<file path="config.mk">
export PLATFORM = sky130hd
export DESIGN_NAME = idle_fading_led_colour_controller_top
export DESIGN_NICKNAME = d
export VERILOG_FILES = /design/src/rtl/core/iflcc_pkg.sv /design/src/rtl/core/idle_fading_led_colour_controller_top.sv /design/src/rtl/core/iflcc_reset_keys.sv /design/src/rtl/core/iflcc_idle_track.sv /design/src/rtl/core/iflcc_colour_glide.sv /design/src/rtl/core/iflcc_out_buf.sv
export SDC_FILE = /design/constraint.sdc
export NUM_CORES = 1
export LEC_CHECK = 0
export ABC_AREA = 1
export BUFFER_PORTS_ARGS = -buffer_cell sky130_fd_sc_hd__buf_4
export CAP_MARGIN = 0
export CORE_MARGIN = 3
export CORE_UTILIZATION = 45
export CTS_BUF_LIST = sky130_fd_sc_hd__clkbuf_8
export CTS_CLUSTER_SIZE = 10
export DETAILED_ROUTE_END_ITERATION = 6
export GPL_TIMING_DRIVEN = 0
export SLEW_MARGIN = 10
export SYNTH_ARGS = -nofsm -noshare
export SYNTH_HDL_FRONTEND = slang
export SYNTH_SLANG_ARGS = --single-unit
</file>
<file path="constraint.sdc">
create_clock -name clk -period 7.08 [get_ports clk]
set_input_delay 1.062 -clock clk [delete_from_list [all_inputs] [get_ports clk]]
set_output_delay 1.062 -clock clk [all_outputs]
set_load 0.05 [all_outputs]
</file>
<file path="src/rtl/core/iflcc_pkg.sv">
// Shared types and constants for the idle-fading LED colour controller.
// No dependencies.
package iflcc_pkg;

    localparam logic       KIND_TICK = 1'b0;
    localparam logic       KIND_KEY  = 1'b1;

    localparam logic [3:0] COL_RESET = 4'd0;
    localparam logic [3:0] ROW_RST0  = 4'd0;
    localparam logic [3:0] ROW_RST1  = 4'd3;
    localparam logic [3:0] ROW_RST2  = 4'd5;
    localparam logic [3:0] ROW_RST3  = 4'd8;
    localparam logic [3:0] RESET_ALL = 4'hf;

    localparam logic [7:0]  TICK_DIVIDE_RST   = 8'd20;
    localparam logic [14:0] OFF_THRESHOLD_RST = 15'd20000;

    localparam logic       CFG_TICK_DIVIDE   = 1'b0;
    localparam logic       CFG_OFF_THRESHOLD = 1'b1;

    // Idle-derived values after the current event, for the colour stage
    typedef struct packed {
        logic       update;
        logic       dark;
        logic [7:0] dim;
        logic [7:0] hue_off;
        logic [7:0] sat_off;
    } idle_info_t;

    typedef struct packed {
        logic [7:0] hue;
        logic [7:0] saturation;
        logic [7:0] level;
        logic       light_write;
        logic       reset_request;
    } result_t;

endpackage

</file>
<file path="src/rtl/core/idle_fading_led_colour_controller_top.sv">
// Top level of the idle-fading LED colour controller: config registers and
// the event path. Depends on iflcc_pkg, iflcc_reset_keys, iflcc_idle_track,
// iflcc_colour_glide and iflcc_out_buf.
//
//   channel | direction | handshake              | payload
//   --------+-----------+------------------------+---------------------------------------
//   config  | in        | cfg_write_en           | cfg_index, cfg_data
//   event   | in        | in_valid / in_ready    | kind, pressed, key_row, key_col, layer_mask
//   result  | out       | out_valid / out_ready  | hue, saturation, level, light_write,
//           |           |                        | reset_request
//
// One event per cycle while in_ready is high. Key, idle and colour state update at the
// event transfer; its result is registered in the output register, or in the skid entry
// while the output register still holds an unpopped result. The skid entry keeps in_ready
// high while one result waits with out_ready low; in_ready drops only while two results wait.
// Reset: idle and tick counts clear, hue 29 (target 30), level target 255.
module idle_fading_led_colour_controller_top import iflcc_pkg::*;
(
    input  logic        clk,
    input  logic        rst_n,
    input  logic        cfg_write_en,
    input  logic        cfg_index,
    input  logic [14:0] cfg_data,
    input  logic        in_valid,
    output logic        in_ready,
    input  logic        kind,
    input  logic        pressed,
    input  logic [3:0]  key_row,
    input  logic [3:0]  key_col,
    input  logic [2:0]  layer_mask,
    output logic        out_valid,
    input  logic        out_ready,
    output logic [7:0]  hue,
    output logic [7:0]  saturation,
    output logic [7:0]  level,
    output logic        light_write,
    output logic        reset_request
);

    logic [7:0]  tick_divide_reg;
    logic [14:0] off_threshold_reg;
    logic        accept;
    logic        req;
    idle_info_t  info;
    result_t     res;
    result_t     res_out;

    assign accept = in_valid && in_ready;

    always_ff @(posedge clk or negedge rst_n)
    begin
        if (!rst_n)
        begin
            tick_divide_reg   <= TICK_DIVIDE_RST;
            off_threshold_reg <= OFF_THRESHOLD_RST;
        end
        else if (cfg_write_en)
        begin
            case (cfg_index)
                CFG_TICK_DIVIDE:   tick_divide_reg   <= cfg_data[7:0];
                CFG_OFF_THRESHOLD: off_threshold_reg <= cfg_data;
                default:           ;
            endcase
        end
    end

    iflcc_reset_keys u_keys (
        .clk     (clk),
        .rst_n   (rst_n),
        .accept  (accept),
        .kind    (kind),
        .pressed (pressed),
        .key_row (key_row),
        .key_col (key_col),
        .req     (req)
    );

    iflcc_idle_track u_idle (
        .clk           (clk),
        .rst_n         (rst_n),
        .accept        (accept),
        .kind          (kind),
        .pressed       (pressed),
        .req           (req),
        .tick_divide   (tick_divide_reg),
        .off_threshold (off_threshold_reg),
        .info          (info)
    );

    iflcc_colour_glide u_glide (
        .clk         (clk),
        .rst_n       (rst_n),
        .accept      (accept),
        .info        (info),
        .layer_mask  (layer_mask),
        .hue         (res.hue),
        .saturation  (res.saturation),
        .level       (res.level),
        .light_write (res.light_write)
    );

    assign res.reset_request = req;

    iflcc_out_buf u_obuf (
        .clk        (clk),
        .rst_n      (rst_n),
        .push       (accept),
        .push_data  (res),
        .push_ready (in_ready),
        .pop_valid  (out_valid),
        .pop_ready  (out_ready),
        .pop_data   (res_out)
    );

    assign hue           = res_out.hue;
    assign saturation    = res_out.saturation;
    assign level         = res_out.level;
    assign light_write   = res_out.light_write;
    assign reset_request = res_out.reset_request;

endmodule

</file>
<file path="src/rtl/core/iflcc_reset_keys.sv">
// Tracks the four column-0 reset keys and flags the reset combination.
// Depends on iflcc_pkg.
module iflcc_reset_keys import iflcc_pkg::*;
(
    input  logic       clk,
    input  logic       rst_n,
    input  logic       accept,
    input  logic       kind,
    input  logic       pressed,
    input  logic [3:0] key_row,
    input  logic [3:0] key_col,
    output logic       req
);

    logic [3:0] held_reg;
    logic [3:0] held_next;
    logic [3:0] key_bit;

    always_comb
    begin
        key_bit = 4'b0000;
        if (key_col == COL_RESET)
        begin
            case (key_row)
                ROW_RST0: key_bit = 4'b0001;
                ROW_RST1: key_bit = 4'b0010;
                ROW_RST2: key_bit = 4'b0100;
                ROW_RST3: key_bit = 4'b1000;
                default:  key_bit = 4'b0000;
            endcase
        end
    end

    always_comb
    begin
        if (kind != KIND_KEY)
            held_next = held_reg;
        else if (pressed)
            held_next = held_reg | key_bit;
        else
            held_next = held_reg & ~key_bit;
    end

    assign req = (kind == KIND_KEY) && (held_next == RESET_ALL);

    always_ff @(posedge clk or negedge rst_n)
    begin
        if (!rst_n)
            held_reg <= 4'b0000;
        else if (accept)
            held_reg <= held_next;
    end

endmodule

</file>
<file path="src/rtl/core/iflcc_idle_track.sv">
// Scan tick divider, idle counter and incremental idle-to-colour mapping.
// Depends on iflcc_pkg.
module iflcc_idle_track import iflcc_pkg::*;
(
    input  logic        clk,
    input  logic        rst_n,
    input  logic        accept,
    input  logic        kind,
    input  logic        pressed,
    input  logic        req,
    input  logic [7:0]  tick_divide,
    input  logic [14:0] off_threshold,
    output idle_info_t  info
);

    localparam logic [14:0] IDLE_MAX   = 15'd32767;
    localparam logic [14:0] IDLE_START = 15'd10;
    localparam logic [5:0]  PHASE_LAST = 6'd49;
    localparam logic [7:0]  DIM_MAX    = 8'd235;
    localparam logic [8:0]  RATIO_DEN  = 9'd235;
    localparam logic [8:0]  HUE_NUM    = 9'd210;
    localparam logic [8:0]  SAT_NUM    = 9'd175;

    logic [7:0]  tick_reg,  tick_next;
    logic [14:0] idle_reg,  idle_next;
    logic [5:0]  phase_reg, phase_next;
    logic [7:0]  dim_reg,   dim_next;
    logic [7:0]  hue_off_reg, hue_off_next;
    logic [7:0]  hue_frac_reg, hue_frac_next;
    logic [7:0]  sat_off_reg, sat_off_next;
    logic [7:0]  sat_frac_reg, sat_frac_next;

    logic [7:0]  tick_inc;
    logic        divided;
    logic        step;
    logic        clear;
    logic [8:0]  hue_sum;
    logic [8:0]  sat_sum;

    assign tick_inc = tick_reg + 8'd1;
    assign divided  = (kind == KIND_TICK) && (tick_inc >= tick_divide);
    assign step     = divided && (idle_reg != IDLE_MAX);
    assign clear    = (kind == KIND_KEY) && pressed && !req;
    assign hue_sum  = {1'b0, hue_frac_reg} + HUE_NUM;
    assign sat_sum  = {1'b0, sat_frac_reg} + SAT_NUM;

    always_comb
    begin
        if (kind != KIND_TICK)
            tick_next = tick_reg;
        else if (divided)
            tick_next = 8'd0;
        else
            tick_next = tick_inc;
    end

    // dim = (idle - 10) / 50 capped at 235, kept as quotient and phase;
    // the hue and saturation offsets follow dim*210/235 and dim*175/235
    // as running fractions.
    always_comb
    begin
        idle_next     = idle_reg;
        phase_next    = phase_reg;
        dim_next      = dim_reg;
        hue_off_next  = hue_off_reg;
        hue_frac_next = hue_frac_reg;
        sat_off_next  = sat_off_reg;
        sat_frac_next = sat_frac_reg;
        if (clear)
        begin
            idle_next     = 15'd0;
            phase_next    = 6'd0;
            dim_next      = 8'd0;
            hue_off_next  = 8'd0;
            hue_frac_next = 8'd0;
            sat_off_next  = 8'd0;
            sat_frac_next = 8'd0;
        end
        else if (step)
        begin
            idle_next = idle_reg + 15'd1;
            if (idle_reg >= IDLE_START)
            begin
                if (phase_reg != PHASE_LAST)
                    phase_next = phase_reg + 6'd1;
                else
                begin
                    phase_next = 6'd0;
                    if (dim_reg != DIM_MAX)
                    begin
                        dim_next = dim_reg + 8'd1;
                        if (hue_sum >= RATIO_DEN)
                        begin
                            hue_frac_next = 8'(hue_sum - RATIO_DEN);
                            hue_off_next  = hue_off_reg + 8'd1;
                        end
                        else
                            hue_frac_next = hue_sum[7:0];
                        if (sat_sum >= RATIO_DEN)
                        begin
                            sat_frac_next = 8'(sat_sum - RATIO_DEN);
                            sat_off_next  = sat_off_reg + 8'd1;
                        end
                        else
                            sat_frac_next = sat_sum[7:0];
                    end
                end
            end
        end
    end

    always_comb
    begin
        info.update  = step || ((kind == KIND_KEY) && !req);
        info.dark    = (idle_next >= IDLE_START) && (idle_next > off_threshold);
        info.dim     = dim_next;
        info.hue_off = hue_off_next;
        info.sat_off = sat_off_next;
    end

    always_ff @(posedge clk or negedge rst_n)
    begin
        if (!rst_n)
        begin
            tick_reg     <= 8'd0;
            idle_reg     <= 15'd0;
            phase_reg    <= 6'd0;
            dim_reg      <= 8'd0;
            hue_off_reg  <= 8'd0;
            hue_frac_reg <= 8'd0;
            sat_off_reg  <= 8'd0;
            sat_frac_reg <= 8'd0;
        end
        else if (accept)
        begin
            tick_reg     <= tick_next;
            idle_reg     <= idle_next;
            phase_reg    <= phase_next;
            dim_reg      <= dim_next;
            hue_off_reg  <= hue_off_next;
            hue_frac_reg <= hue_frac_next;
            sat_off_reg  <= sat_off_next;
            sat_frac_reg <= sat_frac_next;
        end
    end

endmodule

</file>
<file path="src/rtl/core/iflcc_colour_glide.sv">
// Target colour selection and 63/64 smoothing of hue, saturation and level.
// Depends on iflcc_pkg.
module iflcc_colour_glide import iflcc_pkg::*;
(
    input  logic       clk,
    input  logic       rst_n,
    input  logic       accept,
    input  idle_info_t info,
    input  logic [2:0] layer_mask,
    output logic [7:0] hue,
    output logic [7:0] saturation,
    output logic [7:0] level,
    output logic       light_write
);

    localparam logic [7:0] HUE_RST      = 8'd29;
    localparam logic [7:0] HUE_TGT_RST  = 8'd30;
    localparam logic [7:0] HUE_BASE     = 8'd10;
    localparam logic [7:0] SAT_BASE     = 8'd80;
    localparam logic [7:0] LEVEL_FULL   = 8'd255;
    localparam logic [7:0] LAYER1_HUE   = 8'd0;
    localparam logic [7:0] LAYER2_HUE   = 8'd80;
    localparam logic [7:0] LAYER_SAT    = 8'd250;

    logic [7:0] cur_hue_reg, cur_sat_reg, cur_level_reg;
    logic [7:0] tgt_hue_reg, tgt_hue_next;
    logic [7:0] tgt_sat, tgt_level;
    logic [7:0] hue_step, sat_step, level_step;
    logic       differ;
    logic       stepped;

    // c = (63c + t) / 64, then one more unit toward t
    function automatic logic [7:0] glide(input logic [7:0] c, input logic [7:0] t);
        logic [13:0] acc;
        logic [7:0]  n;
        acc = ({c, 6'b000000} - {6'b000000, c}) + {6'b000000, t};
        n   = acc[13:6];
        if (n < t)
            n = n + 8'd1;
        else if (n > t)
            n = n - 8'd1;
        return n;
    endfunction

    always_comb
    begin
        tgt_hue_next = tgt_hue_reg;
        tgt_sat      = SAT_BASE + info.sat_off;
        tgt_level    = info.dark ? 8'd0 : (LEVEL_FULL - info.dim);
        if (layer_mask == 3'b000)
            tgt_hue_next = HUE_BASE + info.hue_off;
        if (layer_mask[1])
        begin
            tgt_hue_next = LAYER1_HUE;
            tgt_sat      = LAYER_SAT;
        end
        if (layer_mask[2])
        begin
            tgt_hue_next = LAYER2_HUE;
            tgt_sat      = LAYER_SAT;
        end
    end

    assign differ     = (tgt_level != cur_level_reg) || (tgt_hue_next != cur_hue_reg) ||
                        (tgt_sat != cur_sat_reg);
    assign stepped    = info.update && differ;
    assign hue_step   = glide(cur_hue_reg, tgt_hue_next);
    assign sat_step   = glide(cur_sat_reg, tgt_sat);
    assign level_step = glide(cur_level_reg, tgt_level);

    assign hue         = stepped ? hue_step   : cur_hue_reg;
    assign saturation  = stepped ? sat_step   : cur_sat_reg;
    assign level       = stepped ? level_step : cur_level_reg;
    assign light_write = stepped;

    always_ff @(posedge clk or negedge rst_n)
    begin
        if (!rst_n)
        begin
            cur_hue_reg   <= HUE_RST;
            cur_sat_reg   <= 8'd0;
            cur_level_reg <= 8'd0;
            tgt_hue_reg   <= HUE_TGT_RST;
        end
        else if (accept && info.update)
        begin
            tgt_hue_reg   <= tgt_hue_next;
            cur_hue_reg   <= hue;
            cur_sat_reg   <= saturation;
            cur_level_reg <= level;
        end
    end

endmodule

</file>
<file path="src/rtl/core/iflcc_out_buf.sv">
// Two-entry result buffer: output register plus skid entry.
// Depends on iflcc_pkg.
module iflcc_out_buf import iflcc_pkg::*;
(
    input  logic    clk,
    input  logic    rst_n,
    input  logic    push,
    input  result_t push_data,
    output logic    push_ready,
    output logic    pop_valid,
    input  logic    pop_ready,
    output result_t pop_data
);

    logic    main_valid_reg, main_valid_next;
    logic    skid_valid_reg, skid_valid_next;
    result_t main_data_reg, main_data_next;
    result_t skid_data_reg, skid_data_next;
    logic    pop;

    assign push_ready = !skid_valid_reg;
    assign pop_valid  = main_valid_reg;
    assign pop_data   = main_data_reg;
    assign pop        = main_valid_reg && pop_ready;

    always_comb
    begin
        main_valid_next = main_valid_reg;
        skid_valid_next = skid_valid_reg;
        main_data_next  = main_data_reg;
        skid_data_next  = skid_data_reg;
        if (pop)
        begin
            if (skid_valid_reg)
            begin
                main_data_next  = skid_data_reg;
                skid_valid_next = 1'b0;
            end
            else
                main_valid_next = 1'b0;
        end
        if (push)
        begin
            if (!main_valid_next)
            begin
                main_valid_next = 1'b1;
                main_data_next  = push_data;
            end
            else
            begin
                skid_valid_next = 1'b1;
                skid_data_next  = push_data;
            end
        end
    end

    always_ff @(posedge clk or negedge rst_n)
    begin
        if (!rst_n)
        begin
            main_valid_reg <= 1'b0;
            skid_valid_reg <= 1'b0;
        end
        else
        begin
            main_valid_reg <= main_valid_next;
            skid_valid_reg <= skid_valid_next;
        end
    end

    always_ff @(posedge clk)
    begin
        main_data_reg <= main_data_next;
        skid_data_reg <= skid_data_next;
    end

endmodule

</file>
# After elaboration in Yosys (flattened, before gate mapping)
# Cells that the tools add are included.
# totals
elab_cells	173
register_bits	182
inputBits	34
# op_classes
n_reduce_logical	28
n_lt_le_gt_ge	12
add_sub_neg	25
mux	65
eq_ne	11
bitwise	5
# ops
cell	n
$mux 8	45
$mux 26	4
$add 8x1->8 const B	7
$add 14x8->14	3
$sub 14x8->14	3
$ge 15x4->1 const B	2
$mux 15	2
$gt 8x8->1	3
$lt 8x8->1	3
$mux 6	4
$ne 8x8->1	3
$sub 8x1->8 const B	3
$add 8x8->9 const B	2
$ge 9x8->1 const B	2
$pmux 4 s4	1
$sub 8x8->8 const B	2
$add 15x1->15 const B	1
$gt 15x15->1	1
$ne 15x15->1 const B	1
$mux 4	3
$logic_and 1x1->1	11
$add 4x8->8 const A	1
$add 7x8->8 const A	1
$eq 4x4->1 const B	2
other kinds (21)	36

# Logic depth before layout (Yosys ltp)
# logic_depth
depth_word	23
depth_mapped	63

# By module
# From an unflattened synthesis, not the netlist that was laid out.
# unflattened
cells_unflattened	2167
hier_area_um2	15329.7
# by_module_without_submodules
mod	n_inst	cells_per_inst	area_each_um2	seq_area_each_um2
iflcc_idle_track	1	842	5894.4	1726.7
iflcc_colour_glide	1	899	5592.9	810.8
iflcc_out_buf	1	265	2514.9	1351.3
idle_fading_led_colour_controller_top	1	103	969.7	584.3
iflcc_reset_keys	1	58	357.8	100.1

# Worst setup path before layout
# Ideal clock, no wire load.
# synth_timing
kind	reg-to-reg
startpoint	register u_idle.tick_reg[2]
endpoint	register u_obuf.skid_data_reg[25] (netlist bit), data pin
stages_incl_launch_ff	59
path_slack_ns	-0.748
path_buffers	0
setup_time_ns	0.261
arrival_time_ns	7.567
synth_period_minus_slack_ns	7.828
path_cell_list	dfrtp_1 inv_1 nor3_1 nand3_1 nor2_1 nand2_1 xor2_1 inv_1 ha_1 nand2_1 o21a_1 nand2_2 nand3_4 nor2_2 nand2_2 nor2_2 inv_1 nor2_1 [23 not listed] ha_1 nand4_1 inv_1 nand2_1 nand2_1 inv_1 nor2_1 nand3_1 nor2_1 inv_1 nor2_1 nand3_1 or2_2 nand2_1 xor2_1 nand2_1 o21ai_0 inv_1
# synth_rtl
item	line_no	text
start, declared	iflcc_idle_track.sv:24	logic [7:0] tick_reg, tick_next;
start signal, assigned	iflcc_idle_track.sv:136	tick_reg <= tick_next;
end signal, assigned	iflcc_out_buf.sv:74	skid_data_reg <= skid_data_next;
end, declared	iflcc_out_buf.sv:18	result_t skid_data_reg, skid_data_next;

==> qor.yml <==
place:
  place_congestion: 0.930
  placed_cells: 2334
  place_ws_ns: -1.66
  port_buffers: 60
  dp_hpwl_um: 27600
logic_synthesis:
  ys_seq_area_share_pct: 33.4
  synthArstFlopShare_pct: 71.4
  synth_area_mm2: 0.0137
  synth.area.top_cells: "dfrtp_1 (21%), nand2_1 (13%), ha_1 (11%), inv_1 (8.9%), edfxtp_1 (5.7%)"
  synth_edf_count: 26
  synthDistinctLibCells: 61
  synth_top_area_share_pct: 21.0
  yosys.area.top_type: "dfrtp_1"
  yosys_warnings: 0
  ys_seq_elements: 182
  synth.net_count: 2045
  synthCells: 1883
  synth.avg_cell_area_um2: 7.27
  ys.flop_type: "dfrtp_1"
routing:
  wl_met3_um: 1460
  drtPass1Iterations: 7
  top_layer: "met4"
  drtAntennaViolNets: 0
  wl_met2_um: 17700
  drtIter0Drc: 898
  drt_wl_total_um: 37900
  wl_per_cell_um: 15.4
  post-route-drc-count: 0
  routedLengthMet1_um: 18300
  vias: 12800
  avgViaCountPerCell: 5.19
layout:
  ff_latch_area_mm2: 0.00457
  nNetsFinal: 2223
  num_antenna_cells: 0
  syn_to_final_growth_pct: 23.2
  layoutNonFillerInstCount: 2464
  layout-drive-gt1-share_pct: 22.3
  multi_input_area_mm2: 0.00866
  fillers: 2839
clock_network:
  clockBufferDepth: 2
  cts-buffers-inserted: 17
  cts_tree: "done"
  cts.sink_count: 182
  cts.clk_slew.worst_paths_ns: 0.11
  cts_max_level: 4
  root_buffer: "clkbuf_8"
  clkLatencyLatePin_ns: 0.52
floorplan:
  core_area_mm2: 0.0298
  die_w_um: 180
  rows: 63
  die-area_mm2: 0.0325
  dieHeight_um: 180
  io_pins: 62
  start_util_pct: 45.9
global_routing:
  antenna_found_initial: 0
  grt_pass1_wl_um: 62100
  grt_max_degree: 68
  track_usage_pct: 23.2
  grt_pass1_vias: 12300
  grt-ovfl-total: 0
status:
  violations: "negative setup slack"
  status: "finished with violations"
setup_path:
  crit_arrival_ns: 8.23
  crit_top_cell: "nand2_2"
  cp-end-kind: "flop"
  critPathLaunchType: "flop"
  cpPeakStageDelay_ns: 0.55
  crit_slowest_cell: "fa_1"
  worst-setup-path-type: "flop to flop"
  critPathMaxFanout: 5
  cp.required_ns: 7.36
sta:
  worst_slack_ns: -0.874
  max_freq_mhz: 126
  setup_violations: 72
  worst_slew_pin_slew_ns: 0.835
  slew_violations: 0
  max_slew_margin_pct: 44.2
  rsz0062_at_grt: "true"
  hold_ws_ns: 0.481
  hold_violations: 0
  min_period_over_period_pct: 112
  finalSetupTns_ns: -35.79
  min_period_ns: 7.95
  fin_worst_skew_ns: 0.0260
hold_path:
  hp-class: "primary input to asynchronous set/reset pin"
job:
  drv_cap: 0
## worst max-delay path, delay by kind of cell (launching register included)
family	cells	cell delay [ns]
simple gates	35	3.86
fa+ha+maj	5	1.56
xor+xnor	5	0.78
buf+inv	10	0.69
compound gates	4	0.42
flops	1	0.37
## synthesized netlist by cell type, types with 6 or more instances
| library cell | instances |
|---|---|
| nor2_1 | 114 |
| o211ai_1 | 29 |
| nor3_1 | 32 |
| nand3_1 | 90 |
| nand4_1 | 35 |
| o21ai_1 | 16 |
| inv_1 | 326 |
| xor2_1 | 57 |
| ha_1 | 122 |
| o22ai_1 | 15 |
| a21o_1 | 8 |
| edfxtp_1 | 26 |
| dfstp_2 | 15 |
| fa_1 | 6 |
| a21oi_1 | 51 |
| dfrtp_1 | 115 |
| o21ai_0 | 141 |
| xnor2_1 | 16 |
| buf_2 | 8 |
| dfxtp_1 | 26 |
| nor2_2 | 8 |
| nand2_2 | 9 |
| nand3_2 | 8 |
| nand2_1 | 482 |
| or2_2 | 9 |
| clkbuf_1 | 33 |
| nand3b_1 | 6 |
## per-stage QoR
| stage | instance area [um^2] | util [%] |
|---|---|---|
| after floorplan | 13800 | - |
| after global placement | 14700 | 49.4 |
| after detailed placement | 14800 | 49.6 |
| after CTS | 16200 | 54.5 |
| after global routing | 16900 | 56.6 |
| final | 16900 | 56.6 |
## layer usage
metal  up-vias  global-route usage (%)
met5         -                       0
met4         0                    5.00
met3        29                    3.55
met2       232                    37.9
met1      6092                    32.7
li1       6429                       -
## cells in the final DEF (no fill, tap or decap), types with 45 or more instances in the layout
master / instances
nand3_1: 73
ha_1: 101
xor2_1: 47
inv_1: 302
buf_4: 150
nand2_1: 434
nor2_1: 97
o21ai_0: 116
nand2_2: 45
dfrtp_1: 115
## cell type report
class | instances | area share (%)
Clock buffer | 17 | 1.39
Multi-Input combinational cell | 1321 | 51.3
Sequential cell | 182 | 27.1
Clock inverter | 15 | 0.809
Buffer | 48 | 1.45
Tap cell | 390 | 2.89
Timing Repair Buffer | 159 | 7.54
Inverter | 332 | 7.46
## kinds of logic (layout without fill, tap and decap cells)
| family | Yosys count | after routing | share of synthesized area [%] |
|---|---|---|---|
| AO/OA/AOI/OAI | 298 | 298 | 12.5 |
| XOR/XNOR | 73 | 73 | 4.67 |
| adder cells (fa/ha/maj) | 128 | 128 | 12.0 |
| buffers and inverters | 380 | 571 | 10.8 |
| flip-flops | 182 | 182 | 33.4 |
| AND/OR/NAND/NOR | 822 | 822 | 26.6 |
## worst paths after layout
check | startpoint | end | slack [ns] | cells after the start
worst max-delay path | u_idle.tick_reg[2]$_DFFE_PN0P_ | u_obuf.skid_data_reg[25]$_DFFE_PP_ | -0.87 | 59
max in group asynchronous | rst_n | u_glide.cur_hue_reg[2]$_DFFE_PN1P_ | 5.82 | 2
worst min-delay path | rst_n | u_idle.sat_frac_reg[3]$_DFFE_PN0P_ | 0.48 | 1
worst min register to register | u_keys.held_reg[3]$_DFFE_PN0P_ | u_keys.held_reg[3]$_DFFE_PN0P_ | 0.49 | 2
worst max register to register | u_idle.tick_reg[2]$_DFFE_PN0P_ | u_obuf.skid_data_reg[25]$_DFFE_PP_ | -0.87 | 59
min in group clk | u_keys.held_reg[3]$_DFFE_PN0P_ | u_keys.held_reg[3]$_DFFE_PN0P_ | 0.49 | 2
## timing repair
action / CTS / global route
resized for setup: 143 / 103
endpoints found under the hold margin: 0 / 0
pin swaps: 77 / 69
hold buffers: 0 / 0
setup buffers: 68 / 30
setup endpoints to repair: 72 / 72
Power is not shown: default switching activity piles up to over one toggle a cycle in this logic, so the estimate is an artifact.
